<file path="src/rtl/core/mhpq_pkg.sv">
// Shared types and codes for the max-heap priority queue.
// No dependencies; used by mhpq_cell and max_heap_priority_queue.
`default_nettype none

package mhpq_pkg;

  localparam int DATA_W  = 32;
  localparam int COUNT_W = 8;

  typedef enum logic {
    CMD_INSERT = 1'b0,
    CMD_REMOVE = 1'b1
  } cmd_t;

  typedef enum logic [1:0] {
    STAT_OK    = 2'd0,
    STAT_FULL  = 2'd1,
    STAT_EMPTY = 2'd2
  } status_t;

  typedef enum logic [1:0] {
    OP_HOLD   = 2'd0,
    OP_INSERT = 2'd1,
    OP_REMOVE = 2'd2
  } cell_op_t;

  // What a cell shows its right-hand neighbor.
  typedef struct packed {
    logic signed [DATA_W-1:0] data;
    logic                     ahead;  // new value ranks ahead of this cell's entry
  } cell_link_t;

endpackage

`default_nettype wire

</file>
<file path="src/rtl/core/mhpq_cell.sv">
// One slot of the sorted register chain behind the priority queue.
// Depends on mhpq_pkg.
`default_nettype none

module mhpq_cell (
  input  wire logic                             clk,
  input  wire mhpq_pkg::cell_op_t               op,
  input  wire logic signed [mhpq_pkg::DATA_W-1:0] value,
  input  wire logic                             occ,
  input  wire mhpq_pkg::cell_link_t             left_in,
  input  wire logic signed [mhpq_pkg::DATA_W-1:0] right_data,
  output mhpq_pkg::cell_link_t                  link_out
);
  import mhpq_pkg::*;

  logic signed [DATA_W-1:0] data;
  logic signed [DATA_W-1:0] data_next;
  logic                     ahead;

  // Empty slots rank below everything.
  assign ahead = !occ || (value > data);

  always_comb begin
    unique case (op)
      OP_INSERT: data_next = ahead ? (left_in.ahead ? left_in.data : value) : data;
      OP_REMOVE: data_next = right_data;
      default:   data_next = data;
    endcase
  end

  always_ff @(posedge clk) begin
    data <= data_next;
  end

  assign link_out.data  = data;
  assign link_out.ahead = ahead;

endmodule

`default_nettype wire

</file>
<file path="config.mk">
export PLATFORM = sky130hd
export DESIGN_NAME = mhpq_cell
export DESIGN_NICKNAME = d
export VERILOG_FILES = /design/src/rtl/core/mhpq_pkg.sv /design/src/rtl/core/mhpq_cell.sv
export SDC_FILE = /design/constraint.sdc
export NUM_CORES = 1
export LEC_CHECK = 0
export BUFFER_PORTS_ARGS = -buffer_cell sky130_fd_sc_hd__buf_2
export CAP_MARGIN = 10
export CORE_MARGIN = 5
export CORE_UTILIZATION = 49
export CTS_CLUSTER_DIAMETER = 50
export DETAILED_ROUTE_END_ITERATION = 10
export GPL_TIMING_DRIVEN = 0
export PLACE_DENSITY = 0.85
export SETUP_SLACK_MARGIN = 0.05
export SLEW_MARGIN = 20
export SYNTH_ARGS = -nofsm -noshare
export SYNTH_HDL_FRONTEND = slang
export SYNTH_SLANG_ARGS = --single-unit
</file>
<file path="constraint.sdc">
create_clock -name clk -period 6.7 [get_ports clk]
set_input_delay 0.335 -clock clk [delete_from_list [all_inputs] [get_ports clk]]
set_output_delay 0.335 -clock clk [all_outputs]
set_load 0.005 [all_outputs]
</file>
==> results of run 1 <==
layout by cell type, fill, tap and decap left out, types with 3 or more instances in the layout:
cell type,instances
buf_2,140
nand2_1,36
o21ai_0,34
inv_1,32
mux2i_1,32
ha_1,32
edfxtp_1,32
a21oi_1,12
nand4_1,6
clkbuf_8,5
nor2b_1,4
a21o_1,4
clkbuf_1,3
nand3_1,3
layer usage:
| metal | vias to the layer above | track usage (%) | wire (um) |
|---|---|---|---|
| met5 | - | 0 | 0 |
| met4 | 0 | 7.77 | 123 |
| met3 | 11 | 6.32 | 529 |
| met2 | 88 | 38.2 | 3470 |
| met1 | 1099 | 23.0 | 2770 |
| li1 | 1210 | - | - |
synth_stat cells:
| master | number | area, sq um |
|---|---|---|
| nand2_1 | 36 | 135 |
| o21ai_0 | 34 | 170 |
| edfxtp_1 | 32 | 961 |
| ha_1 | 32 | 400 |
| inv_1 | 32 | 120 |
| mux2i_1 | 32 | 320 |
| a21oi_1 | 12 | 60.1 |
| buf_2 | 8 | 40.0 |
| nand4_1 | 6 | 37.5 |
| a21o_1 | 4 | 30.0 |
| nor2b_1 | 4 | 25.0 |
| clkbuf_1 | 3 | 11.3 |
| nand3_1 | 3 | 15.0 |
| a211oi_1 | 2 | 15.0 |
| a31oi_1 | 2 | 12.5 |
| nand4_2 | 2 | 25.0 |
| nor2_1 | 2 | 7.51 |
| nor4_1 | 2 | 12.5 |
| o41ai_1 | 2 | 17.5 |
| a2111oi_1 | 1 | 10.0 |
| a2111oi_2 | 1 | 15.0 |
| and2_1 | 1 | 6.26 |
| buf_4 | 1 | 7.51 |
| o211ai_1 | 1 | 7.51 |
| o21ai_1 | 1 | 5.00 |
| o2bb2ai_1 | 1 | 8.76 |
| or2b_1 | 1 | 7.51 |
logic make-up (layout without fill, tap and decap cells):
logic type | after synthesis | in the layout | synth area share, %
buf+inv | 44 | 184 | 7.20
flops | 32 | 32 | 38.7
compound gates | 61 | 61 | 14.2
mux | 32 | 32 | 12.9
fa+ha+maj | 32 | 32 | 16.1
simple gates | 57 | 57 | 10.9
path summary, 6_finish.rpt:
check / to / slack, ps / depth (start not counted)
setup / recovery: link_out[0] / 3920 / 10
hold / removal: data[15]$_DFFE_PP_ / 330 / 3
setup reg to reg: data[23]$_DFFE_PP_ / 4050 / 7
hold reg to reg: data[8]$_DFFE_PP_ / 1310 / 6
critical path: stages, from the launching register on:
cell and delay [ps]:
edfxtp_1 370, inv_1 60, ha_1 230, a21oi_1 160, nor2_1 50, a211oi_1 320, o41ai_1 130, a2111oi_2 400
a31oi_1 160, buf_4 160, buf_2 120
per-stage QoR:
step           util [%]  area, sq um  hold slack [ps]  setup WS, ps
3_3_place_gp       64.5         3230              606          1960
5_1_grt            66.9         3350              327          3700
2_1_floorplan         -         2480              522          3110
3_5_place_dp       65.4         3270              613          3940
6_report           66.9         3350              329          3920
4_1_cts            66.9         3350              321          3900
power groups by stage:
stage               sequential, mW  combinational, mW  clock (mW)
floorplan                    0.264             0.0889           0
global placement             0.262              0.161           0
detailed placement           0.261              0.175           0
CTS                          0.256              0.176       0.140
global route                 0.259              0.196       0.153
finish                       0.256              0.174       0.136
cell type report:
| cell class | count | area, sq um | area share, % |
|---|---|---|---|
| Multi-Input combinational cell | 182 | 1360 | 40.6 |
| Sequential cell | 32 | 961 | 28.7 |
| Timing Repair Buffer | 133 | 688 | 20.5 |
| Inverter | 32 | 120 | 3.58 |
| Tap cell | 70 | 87.6 | 2.61 |
| Clock buffer | 5 | 68.8 | 2.05 |
| Buffer | 12 | 58.8 | 1.76 |
| Clock inverter | 2 | 7.51 | 0.224 |
==> metrics.cfg, run 1 <==
[synthesis]
yosysSeqAreaShare_pct = 38.7
syn_nets = 391
ys_types = 27
postSynthAreaPerCell_sq_um = 9.63
synthCells = 258
synth.ff_latch_count = 32
syn_area_sq_mm = 0.00248
yosys_warnings = 0

[final_layout]
largest_reg_flops = 32
antenna_cells = 0
fin_nets = 531
regMostFlops = data
areaGrowthSynthToFinish_pct = 34.9
drive_above_1_share_pct = 37.9
fillerInstances = 434
top_regs = data (32)
final_cells = 468

[routing]
drtPass1Iterations = 4
via_per_inst = 5.15
wl_mm = 6.90
wire_per_inst_um = 14.7
final_antenna_net_count = 0
drt_iter0_markers = 63
drc = 0
num_vias = 2408

[sta]
final.setup.tns_ps = 0
setup_violations = 0
timing.final.crit_share_pct = 41.4
finalHoldViolCount = 0
drv_slew = 0
worst_slew_pin_slew_ps = 663
rsz0062_at_grt = no
max_slew_margin_pct = 55.2
layout_min_cycle_time_ps = 2780
fmax_mhz = 360
skew_ps = 8.57

[clocking]
h-tree-depth = 2
cts_root_buf = clkbuf_8
cts_sinks = 32
cts.path.max_buffers = 2
hold_buffers = 0
cts_tree = built
cts_setup_buffers = 0
cts_buffers = 5
cts_resized = 0
clk_pin_slew_ps = 70
clkLatencyLatePin_ps = 280

[critical_path]
start_kind = register
crit_path_end_kind = output pin
critical_path.startpoint = data[17]$_DFFE_PP_
crit_fanout = 2
worstReg2RegStart = data[30]$_DFFE_PP_
cp.arrival_ps = 2440
required_ps = 6360
worstSetupPathType = register to output pin

[pwr]
seqPwrFrac_pct = 45.3
p_leak_nw = 1.71
pwr-share-comb_pct = 30.7
internal_power_uw = 400
ir_worst_vdd_v = 0.000107
switchingPower_uw = 167
fin_total_pwr_uw = 566
powerDensity_mw_per_mm2 = 169
switching_share_pct = 29.4
clock_power_share_pct = 24.0

[placement]
dpl.cell_count = 461
routabilityCongestion = 0.804
dp_hpwl_mm = 5.78
port_buffers = 132

[worst_hold_path]
holdCritPathClass = primary input to register
holdCritStartpoint = right_data[15]

[global_routing]
grt_pass1_wl_mm = 10.5
groute.usage.overall_pct = 21.1
grt_pass1_vias = 2428
antenna_found_initial = 0
grt_max_degree = 20
grt-ovfl-total = 0

[floorplanning]
rows = 26
core_sq_mm = 0.00501
die_h_um = 81.2
ios = 134
die_area_sq_mm = 0.00659
die_w_um = 81.2
initial_core_util_pct = 49.6

[run]
drv_cap = 0

[run_status]
status = finished clean

Note: power is estimated with default switching activity, not from simulation.
==> run 2: changes to the inputs <==
--- a/config.mk
+++ b/config.mk
@@ -8,11 +8,11 @@
 export BUFFER_PORTS_ARGS = -buffer_cell sky130_fd_sc_hd__buf_2
 export CAP_MARGIN = 10
 export CORE_MARGIN = 5
-export CORE_UTILIZATION = 49
+export CORE_UTILIZATION = 41
 export CTS_CLUSTER_DIAMETER = 50
 export DETAILED_ROUTE_END_ITERATION = 10
 export GPL_TIMING_DRIVEN = 0
-export PLACE_DENSITY = 0.85
+export PLACE_DENSITY = 0.75
 export SETUP_SLACK_MARGIN = 0.05
 export SLEW_MARGIN = 20
 export SYNTH_ARGS = -nofsm -noshare
==> constraint.sdc (replaced) <==
create_clock -name clk -period 2.5 [get_ports clk]
set_input_delay 0.125 -clock clk [delete_from_list [all_inputs] [get_ports clk]]
set_output_delay 0.125 -clock clk [all_outputs]
set_load 0.005 [all_outputs]
==> run 2 against run 1 <==
First-iteration DRC count up 41%. Critical endpoint is now data[6]$_DFFE_PP_. Combinational power grew to 3.0 times the previous value. Largest cell class unchanged. Largest power group unchanged. Utilization fell by 6.7 points.
==> metrics.cfg, run 2 (same netlist as run 1, synthesis figures left out) <==
[pwr]
ir_worst_vdd_v = 0.000278  ; was 0.000107 V
seqPwrFrac_pct = 42.9  ; was 45.3%
clock_power_share_pct = 24.1  ; was 24.0%
powerDensity_mw_per_mm2 = 451  ; was 169 mW/mm^2
p_leak_nw = 1.80  ; was 1.71 nW
pwr-share-comb_pct = 33.0  ; was 30.7%
switching_share_pct = 31.1  ; was 29.4%
switchingPower_uw = 500  ; was 167 uW
internal_power_mw = 1.11  ; was 400 uW

[clocking]
cts_root_buf = clkbuf_8  ; unchanged
cts_sinks = 32  ; unchanged
cts_buffers = 5  ; unchanged
hold_buffers = 0  ; unchanged
clkLatencyLatePin_ps = 290  ; was 280 ps
cts.path.max_buffers = 2  ; unchanged
clk_pin_slew_ps = 70  ; about the same
h-tree-depth = 2  ; unchanged
cts_tree = built  ; unchanged

[global_routing]
antenna_found_initial = 0  ; unchanged
grt_max_degree = 16  ; was 20
grt_pass1_wl_mm = 11.4  ; was 10.5 mm
grt_pass1_vias = 2482  ; was 2428
grt-ovfl-total = 0  ; unchanged
groute.usage.overall_pct = 19.3  ; was 21.1%

[sta]
rsz0062_at_grt = yes  ; was no
fin_hold_ws_ps = 113  ; was 329 ps
setup_violations = 0  ; unchanged
timing.final.crit_share_pct = 93.8
layout_min_cycle_time_ps = 2350
finalHoldViolCount = 0  ; unchanged
worst_slew_pin_slew_ps = 510  ; was 663 ps
skew_ps = 8.99  ; was 8.57 ps
drv_slew = 0  ; unchanged
max_slew_margin_pct = 65.7  ; was 55.2%
fmax_mhz = 426

[floorplanning]
rows = 28  ; was 26
ios = 134  ; unchanged
core_sq_mm = 0.00592  ; was 0.00501 sq mm
die_h_um = 87.8  ; was 81.2 um
die_area_sq_mm = 0.00771  ; was 0.00659 sq mm
die_w_um = 87.8  ; was 81.2 um
initial_core_util_pct = 41.9  ; was 49.6%

[routing]
drtPass1Iterations = 4  ; unchanged
drc = 0  ; unchanged
wire_per_inst_um = 15.9  ; was 14.7 um
num_vias = 2447  ; was 2408
drt_iter0_markers = 89  ; was 63
wl_mm = 7.66  ; was 6.90 mm
via_per_inst = 5.08  ; was 5.15
final_antenna_net_count = 0  ; unchanged

[placement]
routabilityCongestion = 0.788  ; was 0.804
port_buffers = 132  ; unchanged
dp_hpwl_mm = 5.95  ; was 5.78 mm

[critical_path]
crit_fanout = 8  ; was 2
cp.arrival_ps = 2340  ; was 2440 ps
worstSetupPathType = register to register  ; was register to output pin
regToRegSetupSlack_ps = 150  ; was 4050 ps
start_kind = register  ; unchanged
ff2ff_path_depth = 9  ; was 7
crit_path_end_kind = register  ; was output pin
required_ps = 2500  ; was 6360 ps

[final_layout]
fin_nets = 539  ; was 531
layout_commonest_cell = buf_2  ; unchanged
regMostFlops = data  ; unchanged
drive_above_1_share_pct = 42.6  ; was 37.9%
areaGrowthSynthToFinish_pct = 43.4  ; was 34.9%
mostFrequentLayoutCells = buf_2, nand2_1, o21ai_0  ; unchanged
fin_util_pct = 60.2  ; was 66.9%
largest_reg_flops = 32  ; unchanged
top_regs = data (32)  ; unchanged

[worst_hold_path]
holdCritPathClass = primary input to register  ; unchanged
holdPathStages = 3  ; unchanged

[run]
drv_cap = 0  ; unchanged

[run_status]
status = finished clean  ; unchanged

[run 2: cell types whose count changed in the layout (fill, tap and decap cells not counted), sizes merged]
cell | previous run | this run
diode | 0 | 1
a31oi | 2 | 3
buf | 142 | 149
clkbuf | 8 | 9
clkinv | 2 | 1
[run 2: worst paths after layout]
kind | from | end
max | data[29]$_DFFE_PP_ | data[6]$_DFFE_PP_
min reg2reg | data[31]$_DFFE_PP_ | data[24]$_DFFE_PP_
max reg2reg | data[29]$_DFFE_PP_ | data[6]$_DFFE_PP_
min | right_data[26] | data[26]$_DFFE_PP_
[run 2: through the flow]
stage | instances | power, mW | setup WS (ps) | area (sq um) | setup TNS, ps
after floorplan | 258 | 0.948 | 80.5 | 2500 | 0
after global placement | 465 | 1.14 | -384 | 3250 | -12240
after detailed placement | 465 | 1.16 | -487 | 3250 | -15560
after CTS | 479 | 1.60 | 100 | 3480 | 0
after global routing | 481 | 1.70 | 42.8 | 3560 | 0
final | 482 | 1.61 | 155 | 3560 | 0
[run 2: repair_timing]
item                       in CTS  in global routing
cloned                          1                  0
gates resized for setup        10                 10
pin swaps                       8                  7
setup endpoints to repair      33                 33
buffers inserted                7                  2
[run 2: power groups by stage]
stage | sequential (mW) | combinational [mW] | clock, mW
after floorplan | 0.706 | 0.242 | 0
after global placement | 0.698 | 0.441 | 0
after detailed placement | 0.701 | 0.460 | 0
after CTS | 0.688 | 0.509 | 0.400
after global routing | 0.694 | 0.592 | 0.414
final | 0.689 | 0.530 | 0.387
[run 2: layer usage]
metal	global-route usage, %	up-vias	wire length, um
met4	4.60	0	57
met1	21.9	1132	2990
met5	0	-	0
met2	35.7	80	4030
met3	5.55	6	584
li1	-	1229	-
[run 2: worst max-delay path: stages (launching register included)]
cell and delay, ps:
edfxtp_1 360, inv_1 50, ha_1 350, nand4_4 180, o41ai_4 390, a2111oi_2 60
buf_4 150, buf_4 150, a31oi_4 170, buf_4 200
[run 2: final cells by class]
class | count | area [sq um]
fillers | 544 | 2360
clock buffers | 6 | 72.6
flip-flops and latches | 32 | 961
diodes | 1 | 2.50
inverters | 32 | 120
clock inverters | 1 | 5.00
multi-input cells | 183 | 1510
repair buffers | 141 | 744
well taps | 75 | 93.8
plain buffers | 11 | 51.3
==> run 3: changes to the inputs <==
--- a/config.mk
+++ b/config.mk
@@ -8,11 +8,11 @@
 export BUFFER_PORTS_ARGS = -buffer_cell sky130_fd_sc_hd__buf_2
 export CAP_MARGIN = 10
 export CORE_MARGIN = 5
-export CORE_UTILIZATION = 41
+export CORE_UTILIZATION = 33
 export CTS_CLUSTER_DIAMETER = 50
 export DETAILED_ROUTE_END_ITERATION = 10
 export GPL_TIMING_DRIVEN = 0
-export PLACE_DENSITY = 0.75
+export PLACE_DENSITY = 0.62
 export SETUP_SLACK_MARGIN = 0.05
 export SLEW_MARGIN = 20
 export SYNTH_ARGS = -nofsm -noshare
==> run 3 against run 2 <==
Final cell count up 4.6%. Sequential power about the same. Worst setup slack got worse by 76 ps. Critical path type unchanged. Clock power fell by 3%. Routed wire length shrank 5.1%. Sequential cell count is the same. Maximum frequency fell by 3.1%. Highest routed layer unchanged. Hold slack improved by 5.9 ps. Combinational power shrank 3%. Register-to-register slack worse by 80 ps. Utilization fell by 11 points.
==> metrics.cfg, run 3 (same netlist as run 1, synthesis figures left out) <==
[placement]
dpl.cell_count = 490  ; was 465
place_area_sq_mm = 0.00331  ; was 0.00325 sq mm
pre_cts_ws_ps = -246  ; was -487 ps
port_buffers = 132  ; unchanged
routabilityCongestion = 0.739  ; was 0.788
dp_hpwl_mm = 6.04  ; was 5.95 mm

[sta]
rsz0062_at_grt = yes  ; unchanged
skew_ps = 2.53  ; was 8.99 ps
max_slew_margin_pct = 68.2  ; was 65.7%
worst_slack_ps = 78.5  ; was 155 ps
fmax_mhz = 413  ; was 426 MHz
finalHoldViolCount = 0  ; unchanged
layout_min_cycle_time_ps = 2420  ; was 2350 ps
worst_slew_pin_slew_ps = 477  ; was 510 ps
timing.final.crit_share_pct = 96.9  ; was 93.8%
drv_slew = 0  ; unchanged
setup_violations = 0  ; unchanged

[routing]
drc = 0  ; unchanged
drtPass1Iterations = 4  ; unchanged
wl_mm = 7.27  ; was 7.66 mm
final_antenna_net_count = 0  ; unchanged
drt_iter0_markers = 78  ; was 89
via_per_inst = 4.74  ; was 5.08
num_vias = 2388  ; was 2447
wire_per_inst_um = 14.4  ; was 15.9 um

[clocking]
cts_sinks = 32  ; unchanged
cts_root_buf = clkbuf_8  ; unchanged
cts_buffers = 5  ; unchanged
clkLatencyLatePin_ps = 280  ; was 290 ps
cts_tree = built  ; unchanged
h-tree-depth = 2  ; unchanged
cts.path.max_buffers = 2  ; unchanged
clk_pin_slew_ps = 60  ; was 70 ps

[final_layout]
layout_commonest_cell = buf_2  ; unchanged
drive_above_1_share_pct = 41.5  ; was 42.6%
antenna_cells = 0  ; was 1
final_cells = 504  ; was 482
largest_reg_flops = 32  ; unchanged
fin_nets = 537  ; was 539
regMostFlops = data  ; unchanged
top_regs = data (32)  ; unchanged
mostFrequentLayoutCells = buf_2, nand2_1, o21ai_0  ; unchanged
post-route-cell-area_sq_mm = 0.00356  ; unchanged
areaGrowthSynthToFinish_pct = 43.4  ; unchanged

[global_routing]
grt_pass1_wl_mm = 11.8  ; was 11.4 mm
grt_max_degree = 21  ; was 16
groute.usage.overall_pct = 15.4  ; was 19.3%
grt_pass1_vias = 2454  ; was 2482
antenna_found_initial = 0  ; unchanged
grt-ovfl-total = 0  ; unchanged

[critical_path]
crit_chain = inv_2 -> ha_4 -> nand4_1 -> buf_4 -> o41ai_4 -> a2111oi_4 -> buf_4 -> a31oi_4 -> clkbuf_16  ; was inv_1 -> ha_1 -> nand4_4 -> o41ai_4 -> a2111oi_2 -> buf_4 -> buf_4 -> a31oi_4 -> buf_4
worstReg2RegStart = data[27]$_DFFE_PP_  ; was data[29]$_DFFE_PP_
r2r_end = data[20]$_DFFE_PP_  ; was data[6]$_DFFE_PP_
critPathTopFamily = compound AO/OA/AOI/OAI gates  ; unchanged
crit_path_end_kind = register  ; unchanged
cp.arrival_ps = 2420  ; was 2340 ps
start_kind = register  ; unchanged
crit_fanout = 5  ; was 8
crit_top_cell = buf_4  ; unchanged
cpPeakStageDelay_ps = 410  ; was 390 ps
required_ps = 2500  ; about the same
ff2ff_path_depth = 9  ; unchanged
critPathBufInv = 4  ; unchanged
regToRegSetupSlack_ps = 80  ; was 150 ps
worstSetupPathType = register to register  ; unchanged
crit_cells = 9  ; unchanged
critical_path.startpoint = data[27]$_DFFE_PP_  ; was data[29]$_DFFE_PP_
worstSetupEndpoint = data[20]$_DFFE_PP_  ; was data[6]$_DFFE_PP_
cp_slowest_cell = o41ai_4  ; unchanged

[floorplanning]
ios = 134  ; unchanged
die_area_sq_mm = 0.00936  ; was 0.00771 sq mm
core_sq_mm = 0.00729  ; was 0.00592 sq mm
die_w_um = 96.8  ; was 87.8 um
die_h_um = 96.8  ; was 87.8 um
initial_core_util_pct = 34.1  ; was 41.9%
rows = 31  ; was 28

[run]
drv_cap = 0  ; unchanged

[pwr]
p_leak_nw = 1.79  ; was 1.80 nW
powerDensity_mw_per_mm2 = 443  ; was 451 mW/mm^2
fin_total_pwr_mw = 1.58  ; was 1.61 mW
ir_worst_vdd_v = 0.000267  ; was 0.000278 V

[run_status]
status = finished clean  ; unchanged

[worst_hold_path]
holdCritPathClass = primary input to register  ; unchanged
holdPathStages = 3  ; unchanged

[run 3: cell types whose count changed in the layout (fill, tap and decap cells not counted), sizes merged]
cell	previous run	this run
a31oi	3	2
buf	149	147
diode	1	0
clkbuf	9	11
[run 3: power by group]
part / internal, mW / switching [mW]
Combinational: 0.251 / 0.262
Clock: 0.194 / 0.182
Sequential: 0.664 / 0.0258
[run 3: area by class of cell]
type                    count  area, sq um
fillers                   749         3730
inverters                  32          120
plain buffers              11         51.3
multi-input cells         182         1470
clock inverters             1         3.75
repair buffers            140          758
flip-flops and latches     32          961
well taps                  99          124
clock buffers               7         76.3
[run 3: worst register-to-register path, stage by stage, from the launching register on]
cell	delay (ps)
edfxtp_1	360
inv_2	50
ha_4	260
nand4_1	170
buf_4	190
o41ai_4	410
a2111oi_4	70
buf_4	160
a31oi_4	260
clkbuf_16	220
[run 3: how the worst min path moves through the flow]
stage	end	slack (ps)	from
final	data[26]$_DFFE_PP_	120	right_data[26]
after floorplan	data[0]$_DFFE_PP_	310	right_data[0]
after global routing	data[2]$_DFFE_PP_	120	right_data[2]
after detailed placement	data[26]$_DFFE_PP_	410	right_data[26]
after global placement	data[14]$_DFFE_PP_	400	right_data[14]
after CTS	data[26]$_DFFE_PP_	110	right_data[26]
[run 3: through the flow]
step / setup TNS, ps / hold WS, ps / util [%]
after detailed placement: -5660 / 406 / 45.4
after global placement: -15100 / 402 / 45.0
after global routing: -829 / 117 / 48.9
after floorplan: 0 / 312 / -
after CTS: 0 / 109 / 47.9
final: 0 / 119 / 48.9
[run 3: repair_timing]
item / 4_1_cts / 5_1_grt
gates resized for setup: 7 / 9
gates cloned: 0 / 2
endpoints found under the setup margin: 33 / 33
pin swaps: 6 / 8
hold buffers: 0 / 0
setup buffers: 5 / 1
[run 3: routing by layer]
layer	up-vias	GRT usage, %	share of wire (%)
li1	1221	-	-
met4	0	4.21	0.87
met3	4	4.68	6.9
met1	1083	18.9	45
met2	80	26.1	47
met5	-	0	0
